===== config.mk =====
export PLATFORM = sky130hd
export DESIGN_NAME = rgb_nearest_color_classifier_top
export DESIGN_NICKNAME = d
export VERILOG_FILES = /design/src/rgbncc_pkg.sv /design/src/rgb_nearest_color_classifier_top.sv
export SDC_FILE = /design/constraint.sdc
export NUM_CORES = 1
export LEC_CHECK = 0
export ABC_AREA = 1
export BUFFER_PORTS_ARGS = -buffer_cell sky130_fd_sc_hd__buf_2
export CORE_UTILIZATION = 70
export CTS_BUF_LIST = sky130_fd_sc_hd__clkbuf_2
export CTS_CLUSTER_SIZE = 28
export DETAILED_ROUTE_END_ITERATION = 16
export GPL_TIMING_DRIVEN = 0
export PLACE_DENSITY = 0.92
export SYNTH_ARGS = -nofsm -noshare
export SYNTH_HDL_FRONTEND = slang
export SYNTH_SLANG_ARGS = --single-unit

===== constraint.sdc =====
create_clock -name clk -period 15.2 [get_ports clk]
set_input_delay 1.52 -clock clk [delete_from_list [all_inputs] [get_ports clk]]
set_output_delay 1.52 -clock clk [all_outputs]
set_load 0.05 [all_outputs]

===== src/rgbncc_pkg.sv =====
// ----------------------------------------------------------------------------
// rgbncc_pkg: shared types and constants of the RGB nearest color classifier
// Field widths, the reference color table and the sequencer state encoding.
// ----------------------------------------------------------------------------
package rgbncc_pkg;

    // Field widths
    localparam int RAW_W   = 10;
    localparam int NORM_W  = 17;
    localparam int CLASS_W = 4;
    localparam int REF_W   = 8;

    // Squared distance and its root; three 17-bit squares need 36 bits,
    // an even width for the two-bit root digits
    localparam int SUM_W   = 36;
    localparam int ROOT_W  = SUM_W / 2;
    localparam int REM_W   = ROOT_W + 3;
    localparam int BEST_W  = 20;

    localparam logic [BEST_W-1:0] DIST_LIMIT = 20'd1000000;

    // Sequencer step counts
    localparam int DIV_STEPS  = NORM_W;
    localparam int SQ_STEPS   = 4;
    localparam int SQRT_STEPS = ROOT_W;
    localparam int CNT_W      = 5;

    // Reference colors, {red, green, blue}
    localparam int TABLE_SIZE = 13;
    localparam logic [3*REF_W-1:0] REF_COLORS [TABLE_SIZE] = '{
        {8'd12,  8'd12,  8'd13},
        {8'd83,  8'd21,  8'd22},
        {8'd29,  8'd72,  8'd24},
        {8'd22,  8'd39,  8'd56},
        {8'd113, 8'd131, 8'd90},
        {8'd40,  8'd79,  8'd84},
        {8'd80,  8'd55,  8'd59},
        {8'd150, 8'd150, 8'd150},
        {8'd88,  8'd77,  8'd24},
        {8'd36,  8'd24,  8'd40},
        {8'd72,  8'd72,  8'd72},
        {8'd21,  8'd55,  8'd25},
        {8'd81,  8'd36,  8'd21}
    };

    // Configuration register indexes
    localparam logic [1:0] REG_WHITE_RED   = 2'd0;
    localparam logic [1:0] REG_WHITE_GREEN = 2'd1;
    localparam logic [1:0] REG_WHITE_BLUE  = 2'd2;

    typedef enum logic [2:0] {
        ST_IDLE,
        ST_DIV,
        ST_SQ,
        ST_SQRT,
        ST_CMP,
        ST_DONE
    } state_t;

endpackage


===== src/rgb_nearest_color_classifier_top.sv =====
// ----------------------------------------------------------------------------
// rgb_nearest_color_classifier_top: nearest reference color of an RGB reading
// White-balances a raw reading and picks the closest of the reference colors.
// ----------------------------------------------------------------------------
// Usage
//   s_axis: one raw reading per request, tdata = {raw_blue, raw_green, raw_red}.
//   m_axis: one result per request, tdata = {norm_blue, norm_green, norm_red,
//           color_class}.
//   cfg:    write white_red (index 0), white_green (1), white_blue (2); always
//           ready, write only while no reading is in flight. Other indexes are
//           dropped.
// Sequence
//   One reading at a time. Three bit-serial restoring dividers run in parallel,
//   then each of the first min(NUM_COLORS, 13) reference colors takes squaring
//   (one 17x17 multiplier shared over the channels), a two-bit-per-cycle
//   square root and a compare. m_axis_tvalid rises after the last compare,
//   once the output register is free.
//   s_tready is high only while the sequencer is idle.
// Reset and stall
//   Reset returns the sequencer to idle, empties the output register and sets
//   the white references to 1023. A result waits in the output register while
//   m_tready is low and the next reading is already taken; a second finished
//   result holds in the sequencer until the register frees.
// ----------------------------------------------------------------------------
module rgb_nearest_color_classifier_top #(
    parameter int NUM_COLORS = 13
) (
    input  logic        clk,
    input  logic        rst_n,
    // raw_red [9:0], raw_green [19:10], raw_blue [29:20], zero [31:30]
    input  logic [31:0] s_axis_tdata,
    input  logic        s_axis_tvalid,
    output logic        s_axis_tready,
    // color_class [3:0], norm_red [20:4], norm_green [37:21], norm_blue [54:38],
    // zero [55]
    output logic [55:0] m_axis_tdata,
    output logic        m_axis_tvalid,
    input  logic        m_axis_tready,
    input  logic        cfg_valid,
    output logic        cfg_ready,
    input  logic [1:0]  cfg_index,
    input  logic [9:0]  cfg_data
);

    localparam int CLASS_W = rgbncc_pkg::CLASS_W;
    localparam int COLOR_COUNT = (NUM_COLORS < rgbncc_pkg::TABLE_SIZE) ?
                                 NUM_COLORS : rgbncc_pkg::TABLE_SIZE;
    localparam logic [CLASS_W-1:0] LAST_COLOR = CLASS_W'(COLOR_COUNT - 1);

    localparam int RAW_W  = rgbncc_pkg::RAW_W;
    localparam int NORM_W = rgbncc_pkg::NORM_W;
    localparam int SUM_W  = rgbncc_pkg::SUM_W;
    localparam int ROOT_W = rgbncc_pkg::ROOT_W;
    localparam int REM_W  = rgbncc_pkg::REM_W;
    localparam int BEST_W = rgbncc_pkg::BEST_W;
    localparam int CNT_W  = rgbncc_pkg::CNT_W;
    localparam int REF_W  = rgbncc_pkg::REF_W;

    // One restoring division step: shift in the next dividend bit, subtract
    // the divisor when it fits and shift the quotient bit into the dividend
    typedef struct packed {
        logic [RAW_W:0]    rem;
        logic [NORM_W-1:0] quo;
    } div_lane_t;

    function automatic div_lane_t div_step(input div_lane_t cur,
                                           input logic [RAW_W-1:0] divisor);
        logic [RAW_W:0] trial;
        logic           fits;
        div_lane_t      res;
        trial   = {cur.rem[RAW_W-1:0], cur.quo[NORM_W-1]};
        fits    = (trial >= {1'b0, divisor});
        res.rem = fits ? (trial - {1'b0, divisor}) : trial;
        res.quo = {cur.quo[NORM_W-2:0], fits};
        return res;
    endfunction

    // Scale a raw reading by 100 with shifts and adds
    function automatic logic [NORM_W-1:0] times_percent(input logic [RAW_W-1:0] raw);
        logic [NORM_W-1:0] r;
        r = NORM_W'(raw);
        return (r << 6) + (r << 5) + (r << 2);
    endfunction

    rgbncc_pkg::state_t state_reg, state_next;

    logic [RAW_W-1:0]  white_red_reg, white_green_reg, white_blue_reg;
    logic [RAW_W-1:0]  div_red, div_green, div_blue;
    div_lane_t         lane_red_reg, lane_green_reg, lane_blue_reg;
    div_lane_t         lane_red_next, lane_green_next, lane_blue_next;
    logic [CNT_W-1:0]  step_reg;
    logic [CLASS_W-1:0] color_reg, class_reg;
    logic [BEST_W-1:0] best_reg;

    logic [SUM_W-1:0]  acc_reg;
    logic [2*NORM_W-1:0] sq_reg;
    logic [SUM_W-1:0]  rad_reg;
    logic [REM_W-1:0]  rem_reg;
    logic [ROOT_W-1:0] root_reg;

    logic [55:0]       out_data_reg;
    logic              out_valid_reg;

    // Sequencer control outputs
    logic in_accept, div_last, sq_last, sqrt_last, color_last, out_load;

    assign in_accept = s_axis_tvalid && s_axis_tready;
    assign out_load  = (state_reg == rgbncc_pkg::ST_DONE) &&
                       (!out_valid_reg || m_axis_tready);
    assign div_last  = (step_reg == CNT_W'(rgbncc_pkg::DIV_STEPS - 1));
    assign sq_last   = (step_reg == CNT_W'(rgbncc_pkg::SQ_STEPS - 1));
    assign sqrt_last = (step_reg == CNT_W'(rgbncc_pkg::SQRT_STEPS - 1));
    assign color_last = (color_reg == LAST_COLOR);

    // Next state
    always_comb
    begin
        state_next = state_reg;
        unique case (state_reg)
            rgbncc_pkg::ST_IDLE: if (s_axis_tvalid) state_next = rgbncc_pkg::ST_DIV;
            rgbncc_pkg::ST_DIV:  if (div_last)      state_next = rgbncc_pkg::ST_SQ;
            rgbncc_pkg::ST_SQ:   if (sq_last)       state_next = rgbncc_pkg::ST_SQRT;
            rgbncc_pkg::ST_SQRT: if (sqrt_last)     state_next = rgbncc_pkg::ST_CMP;
            rgbncc_pkg::ST_CMP:
                state_next = color_last ? rgbncc_pkg::ST_DONE : rgbncc_pkg::ST_SQ;
            rgbncc_pkg::ST_DONE: if (out_load)      state_next = rgbncc_pkg::ST_IDLE;
            default:                                state_next = rgbncc_pkg::ST_IDLE;
        endcase
    end

    // Handshake outputs
    always_comb
    begin
        s_axis_tready = (state_reg == rgbncc_pkg::ST_IDLE);
        cfg_ready     = 1'b1;
        m_axis_tvalid = out_valid_reg;
        m_axis_tdata  = out_data_reg;
    end

    always_ff @(posedge clk or negedge rst_n)
    begin
        if (!rst_n)
            state_reg <= rgbncc_pkg::ST_IDLE;
        else
            state_reg <= state_next;
    end

    // Configuration registers
    always_ff @(posedge clk or negedge rst_n)
    begin
        if (!rst_n)
        begin
            white_red_reg   <= 10'd1023;
            white_green_reg <= 10'd1023;
            white_blue_reg  <= 10'd1023;
        end
        else if (cfg_valid)
        begin
            case (cfg_index)
                rgbncc_pkg::REG_WHITE_RED:   white_red_reg   <= cfg_data;
                rgbncc_pkg::REG_WHITE_GREEN: white_green_reg <= cfg_data;
                rgbncc_pkg::REG_WHITE_BLUE:  white_blue_reg  <= cfg_data;
                default: ;
            endcase
        end
    end

    // Treat a zero white reference as one
    assign div_red   = (white_red_reg   == '0) ? RAW_W'(1) : white_red_reg;
    assign div_green = (white_green_reg == '0) ? RAW_W'(1) : white_green_reg;
    assign div_blue  = (white_blue_reg  == '0) ? RAW_W'(1) : white_blue_reg;

    assign lane_red_next   = div_step(lane_red_reg,   div_red);
    assign lane_green_next = div_step(lane_green_reg, div_green);
    assign lane_blue_next  = div_step(lane_blue_reg,  div_blue);

    // Load the scaled reading, then divide one quotient bit a cycle
    always_ff @(posedge clk)
    begin
        if (in_accept)
        begin
            lane_red_reg.rem   <= '0;
            lane_green_reg.rem <= '0;
            lane_blue_reg.rem  <= '0;
            lane_red_reg.quo   <= times_percent(s_axis_tdata[RAW_W-1:0]);
            lane_green_reg.quo <= times_percent(s_axis_tdata[2*RAW_W-1:RAW_W]);
            lane_blue_reg.quo  <= times_percent(s_axis_tdata[3*RAW_W-1:2*RAW_W]);
        end
        else if (state_reg == rgbncc_pkg::ST_DIV)
        begin
            lane_red_reg   <= lane_red_next;
            lane_green_reg <= lane_green_next;
            lane_blue_reg  <= lane_blue_next;
        end
    end

    // Step counter, shared by the division, squaring and root phases
    always_ff @(posedge clk or negedge rst_n)
    begin
        if (!rst_n)
            step_reg <= '0;
        else if (state_reg != state_next)
            step_reg <= '0;
        else
            step_reg <= step_reg + CNT_W'(1);
    end

    // Absolute channel difference against the current reference color, and its square
    logic [3*REF_W-1:0]  ref_color;
    logic [NORM_W-1:0]   chan_sig, chan_ref, chan_diff;
    logic [2*NORM_W-1:0] chan_sq;

    assign ref_color = rgbncc_pkg::REF_COLORS[color_reg];

    always_comb
    begin
        case (step_reg[1:0])
            2'd0:
            begin
                chan_sig = lane_red_reg.quo;
                chan_ref = NORM_W'(ref_color[3*REF_W-1:2*REF_W]);
            end
            2'd1:
            begin
                chan_sig = lane_green_reg.quo;
                chan_ref = NORM_W'(ref_color[2*REF_W-1:REF_W]);
            end
            default:
            begin
                chan_sig = lane_blue_reg.quo;
                chan_ref = NORM_W'(ref_color[REF_W-1:0]);
            end
        endcase
        chan_diff = (chan_sig > chan_ref) ? (chan_sig - chan_ref) : (chan_ref - chan_sig);
        chan_sq   = chan_diff * chan_diff;
    end

    // Root step: bring down two radicand bits, subtract the trial when it fits
    logic [REM_W-1:0] rem_shift, rem_trial;
    logic             rem_fits;

    assign rem_shift = {rem_reg[REM_W-3:0], rad_reg[SUM_W-1:SUM_W-2]};
    assign rem_trial = {1'b0, root_reg, 2'b01};
    assign rem_fits  = (rem_shift >= rem_trial);

    // Square and accumulate, then take the root of the sum
    always_ff @(posedge clk)
    begin
        if (state_reg == rgbncc_pkg::ST_SQ)
        begin
            sq_reg <= chan_sq;
            if (step_reg == '0)
                acc_reg <= '0;
            else
                acc_reg <= acc_reg + SUM_W'(sq_reg);
            rem_reg  <= '0;
            root_reg <= '0;
            rad_reg  <= acc_reg + SUM_W'(sq_reg);
        end
        else if (state_reg == rgbncc_pkg::ST_SQRT)
        begin
            rad_reg  <= {rad_reg[SUM_W-3:0], 2'b00};
            rem_reg  <= rem_fits ? (rem_shift - rem_trial) : rem_shift;
            root_reg <= {root_reg[ROOT_W-2:0], rem_fits};
        end
    end

    // Keep the first smallest distance below the limit
    always_ff @(posedge clk or negedge rst_n)
    begin
        if (!rst_n)
        begin
            color_reg <= '0;
            class_reg <= '0;
            best_reg  <= rgbncc_pkg::DIST_LIMIT;
        end
        else if (in_accept)
        begin
            color_reg <= '0;
            class_reg <= '0;
            best_reg  <= rgbncc_pkg::DIST_LIMIT;
        end
        else if (state_reg == rgbncc_pkg::ST_CMP)
        begin
            if (BEST_W'(root_reg) < best_reg)
            begin
                best_reg  <= BEST_W'(root_reg);
                class_reg <= color_reg;
            end
            if (!color_last)
                color_reg <= color_reg + CLASS_W'(1);
        end
    end

    // Output register: hold until the receiver takes the result
    always_ff @(posedge clk or negedge rst_n)
    begin
        if (!rst_n)
            out_valid_reg <= 1'b0;
        else if (out_load)
            out_valid_reg <= 1'b1;
        else if (m_axis_tready)
            out_valid_reg <= 1'b0;
    end

    always_ff @(posedge clk)
    begin
        if (out_load)
            out_data_reg <= {1'b0, lane_blue_reg.quo, lane_green_reg.quo,
                             lane_red_reg.quo, class_reg};
    end

endmodule


==> impl_metrics.ini <==
[status]
status = finished clean

[yosys]
syn_area_um2 = 29800
synthTopCellsByArea = edfxtp_1 21%, fa_1 15%, ha_1 12%
netlist_instances = 3468
synthArstFlopShare_pct = 19.2
synth_nets = 4014
yosysTopAreaCell = edfxtp_1
synth_cell_types = 60
yosysSeqAreaShare_pct = 31.5
synth_top_area_share_pct = 21.3
synthFlopType = edfxtp_1
ys_ff_latch = 344
ys_warn_count = 0
synth_edf_count = 211
avgSynthCellArea_um2 = 8.58

[die]
die_h_um = 208
num_rows = 75
core_area_um2 = 41900
dieWidth_um = 208
io_pins = 108
die_area_um2 = 43300
start_util_pct = 70.9

[critical_path]
crit_required_ns = 15.98
r2r_slack_ns = 4.91
path_class = reg2reg
worstSetupStartpointType = flop
rr_endpoint = sq_reg[30]$_DFFE_PP_
arrival_ns = 11.07
endpoint_kind = flop
reg2reg_depth = 45
max_stage_delay_ns = 0.66
cpMaxStageDelayCell = fa_1
cp_max_fo = 10
reg2reg_from = step_reg[0]$_DFF_PN0_
crit_top_cell = nand2_1

[placed_design]
place.gp.congestion = 1.02
dp_hpwl_mm = 59.2
dpl-instance-area_um2 = 31100
io_buffers = 103

[global_routing]
grtUsageMet1_pct = 46.4
grt_pass1_vias = 25600
grt_pass1_wl_mm = 125
grt_max_degree = 67
grt.met3_usage_pct = 7.11
grt_usage_pct = 36.2
busiest_layer = met2
grt-ovfl-total = 0
met2_usage_pct = 59.4
antenna_found_initial = 2

[clock_tree]
cts_buffer_depth = 3
cts_buffers = 90
cts.sinks = 344
holdBufCountCts = 0
htree_num_levels = 3
postCtsSetupBuffers = 0
insertion_delay_ns = 1.11
clkTransAtPathRegs_ns = 0.11
cts_tree = built
cts_resized = 0
cts_root_buffer = clkbuf_2

[timing]
timing.setup.tns_ns = 0
hold_viol_final = 0
worstMarginPinSlew_ns = 0.902
fmax_mhz = 97.1
max_slew_margin_pct = 39.5
period_needed_ns = 10.29
rsz0062_at_grt = no
setup_viol = 0
report.final.slew_viol_count = 0
finalCritPeriodShare_pct = 67.7
finClkSkew_ns = 0.0978

[route]
dr.pass1.iters = 7
routedWlPerCell_um = 17.7
vias = 25300
first_iter_violations = 2551
drt_wl_total_mm = 76.1
vias_per_cell = 5.89
ant_nets = 0
drc = 0

[finish]
largest_reg_flops = 55
syn_to_final_growth_pct = 7.30
multi_input_area_um2 = 17600
fillers = 2757
layout-drive-gt1-share_pct = 11.8
final_net_count = 4216
ff_latch_area_um2 = 9370
design_area_um2 = 31900

[run]
maxCapViolations = 0

[hold_path]
hold_end = m_axis_tdata[43]$_DFFE_PP_
min-delay-start = lane_blue_next[6]$_DFFE_PP_
min_path_type = reg2reg
whs_path_depth = 0
metrics by stage:
stage | util [%] | hold WS (ns) | worst slack [ns] | instances
2_1_floorplan | - | 0.425 | 6.78 | 3468
3_3_place_gp | 73.8 | 0.426 | 5.52 | 4110
3_5_place_dp | 74.2 | 0.433 | 5.28 | 4117
4_1_cts | 76.1 | 0.440 | 5.23 | 4282
5_1_grt | 76.1 | 0.441 | 4.62 | 4287
6_report | 76.1 | 0.443 | 4.91 | 4287
synth_stat cells (18+ instances only):
cell type / number
nand2_2: 18
xor2_1: 87
nor2_2: 18
dfxtp_1: 67
o22ai_1: 37
inv_2: 42
o21bai_1: 22
nor3_1: 30
xnor2_1: 54
nand4_1: 22
dfstp_2: 36
fa_1: 218
nand3_1: 83
edfxtp_1: 211
inv_1: 571
ha_1: 279
nor2_1: 276
dfrtp_1: 30
clkbuf_1: 60
nor2_4: 21
a21oi_1: 200
o21ai_0: 264
nand2_1: 638
cell type report:
cell class	count	share of cell area [%]
multi-input combinational	2419	55.2
sequential	344	29.4
inverter	620	7.32
tap	539	2.11
timing repair buffer	110	2.05
clock buffer	123	1.93
buffer	85	1.42
clock inverter	42	0.627
antenna	5	0.0392
layout by cell type (no fill, tap or decap), types with 32 or more instances in the layout:
cell type  count
inv_1        571
edfxtp_1     211
buf_2        106
o22ai_1       37
fa_1         218
dfstp_2       36
clkbuf_1      58
a21oi_1      200
o21ai_0      264
ha_1         279
clkinv_1      32
xor2_1        87
nand3_1       83
clkbuf_2     125
dfxtp_1       67
xnor2_1       54
nand2_1      638
nor2_1       274
inv_2         45
worst max-delay path by stage:
stage | slack [ns] | from | to | cells after the start
finish | 4.91 | step_reg[0]$_DFF_PN0_ | sq_reg[30]$_DFFE_PP_ | 45
global route | 4.62 | step_reg[0]$_DFF_PN0_ | sq_reg[30]$_DFFE_PP_ | 45
CTS | 5.23 | step_reg[0]$_DFF_PN0_ | sq_reg[30]$_DFFE_PP_ | 45
detailed placement | 5.28 | step_reg[0]$_DFF_PN0_ | sq_reg[30]$_DFFE_PP_ | 45
global placement | 5.52 | step_reg[0]$_DFF_PN0_ | sq_reg[30]$_DFFE_PP_ | 45
floorplan | 6.78 | color_reg[0]$_DFFE_PN0P_ | sq_reg[30]$_DFFE_PP_ | 42
routing by layer:
layer,part of all wire [%],vias to the layer above
li1,-,11700
met1,39,11800
met2,47,1398
met3,9.8,314
met4,4.5,0
met5,0,-
critical path, delay by kind of cell (launching register included):
| kind | cells | cell delay (ns) |
|---|---|---|
| simple gates | 18 | 2.08 |
| compound gates | 4 | 1.05 |
| fa+ha+maj | 9 | 4.31 |
| flops | 1 | 0.45 |
| buf+inv | 14 | 2.10 |
logic make-up after synthesis:
| kind of cell | synth area share (%) |
|---|---|
| other cells | 0.0252 |
| fa+ha+maj | 26.4 |
| xor+xnor | 4.15 |
| flops | 31.5 |
| simple gates | 16.4 |
| buf+inv | 9.37 |
| compound gates | 12.2 |
Power is not shown: default switching activity piles up to over one toggle a cycle in this logic, so the estimate is an artifact.
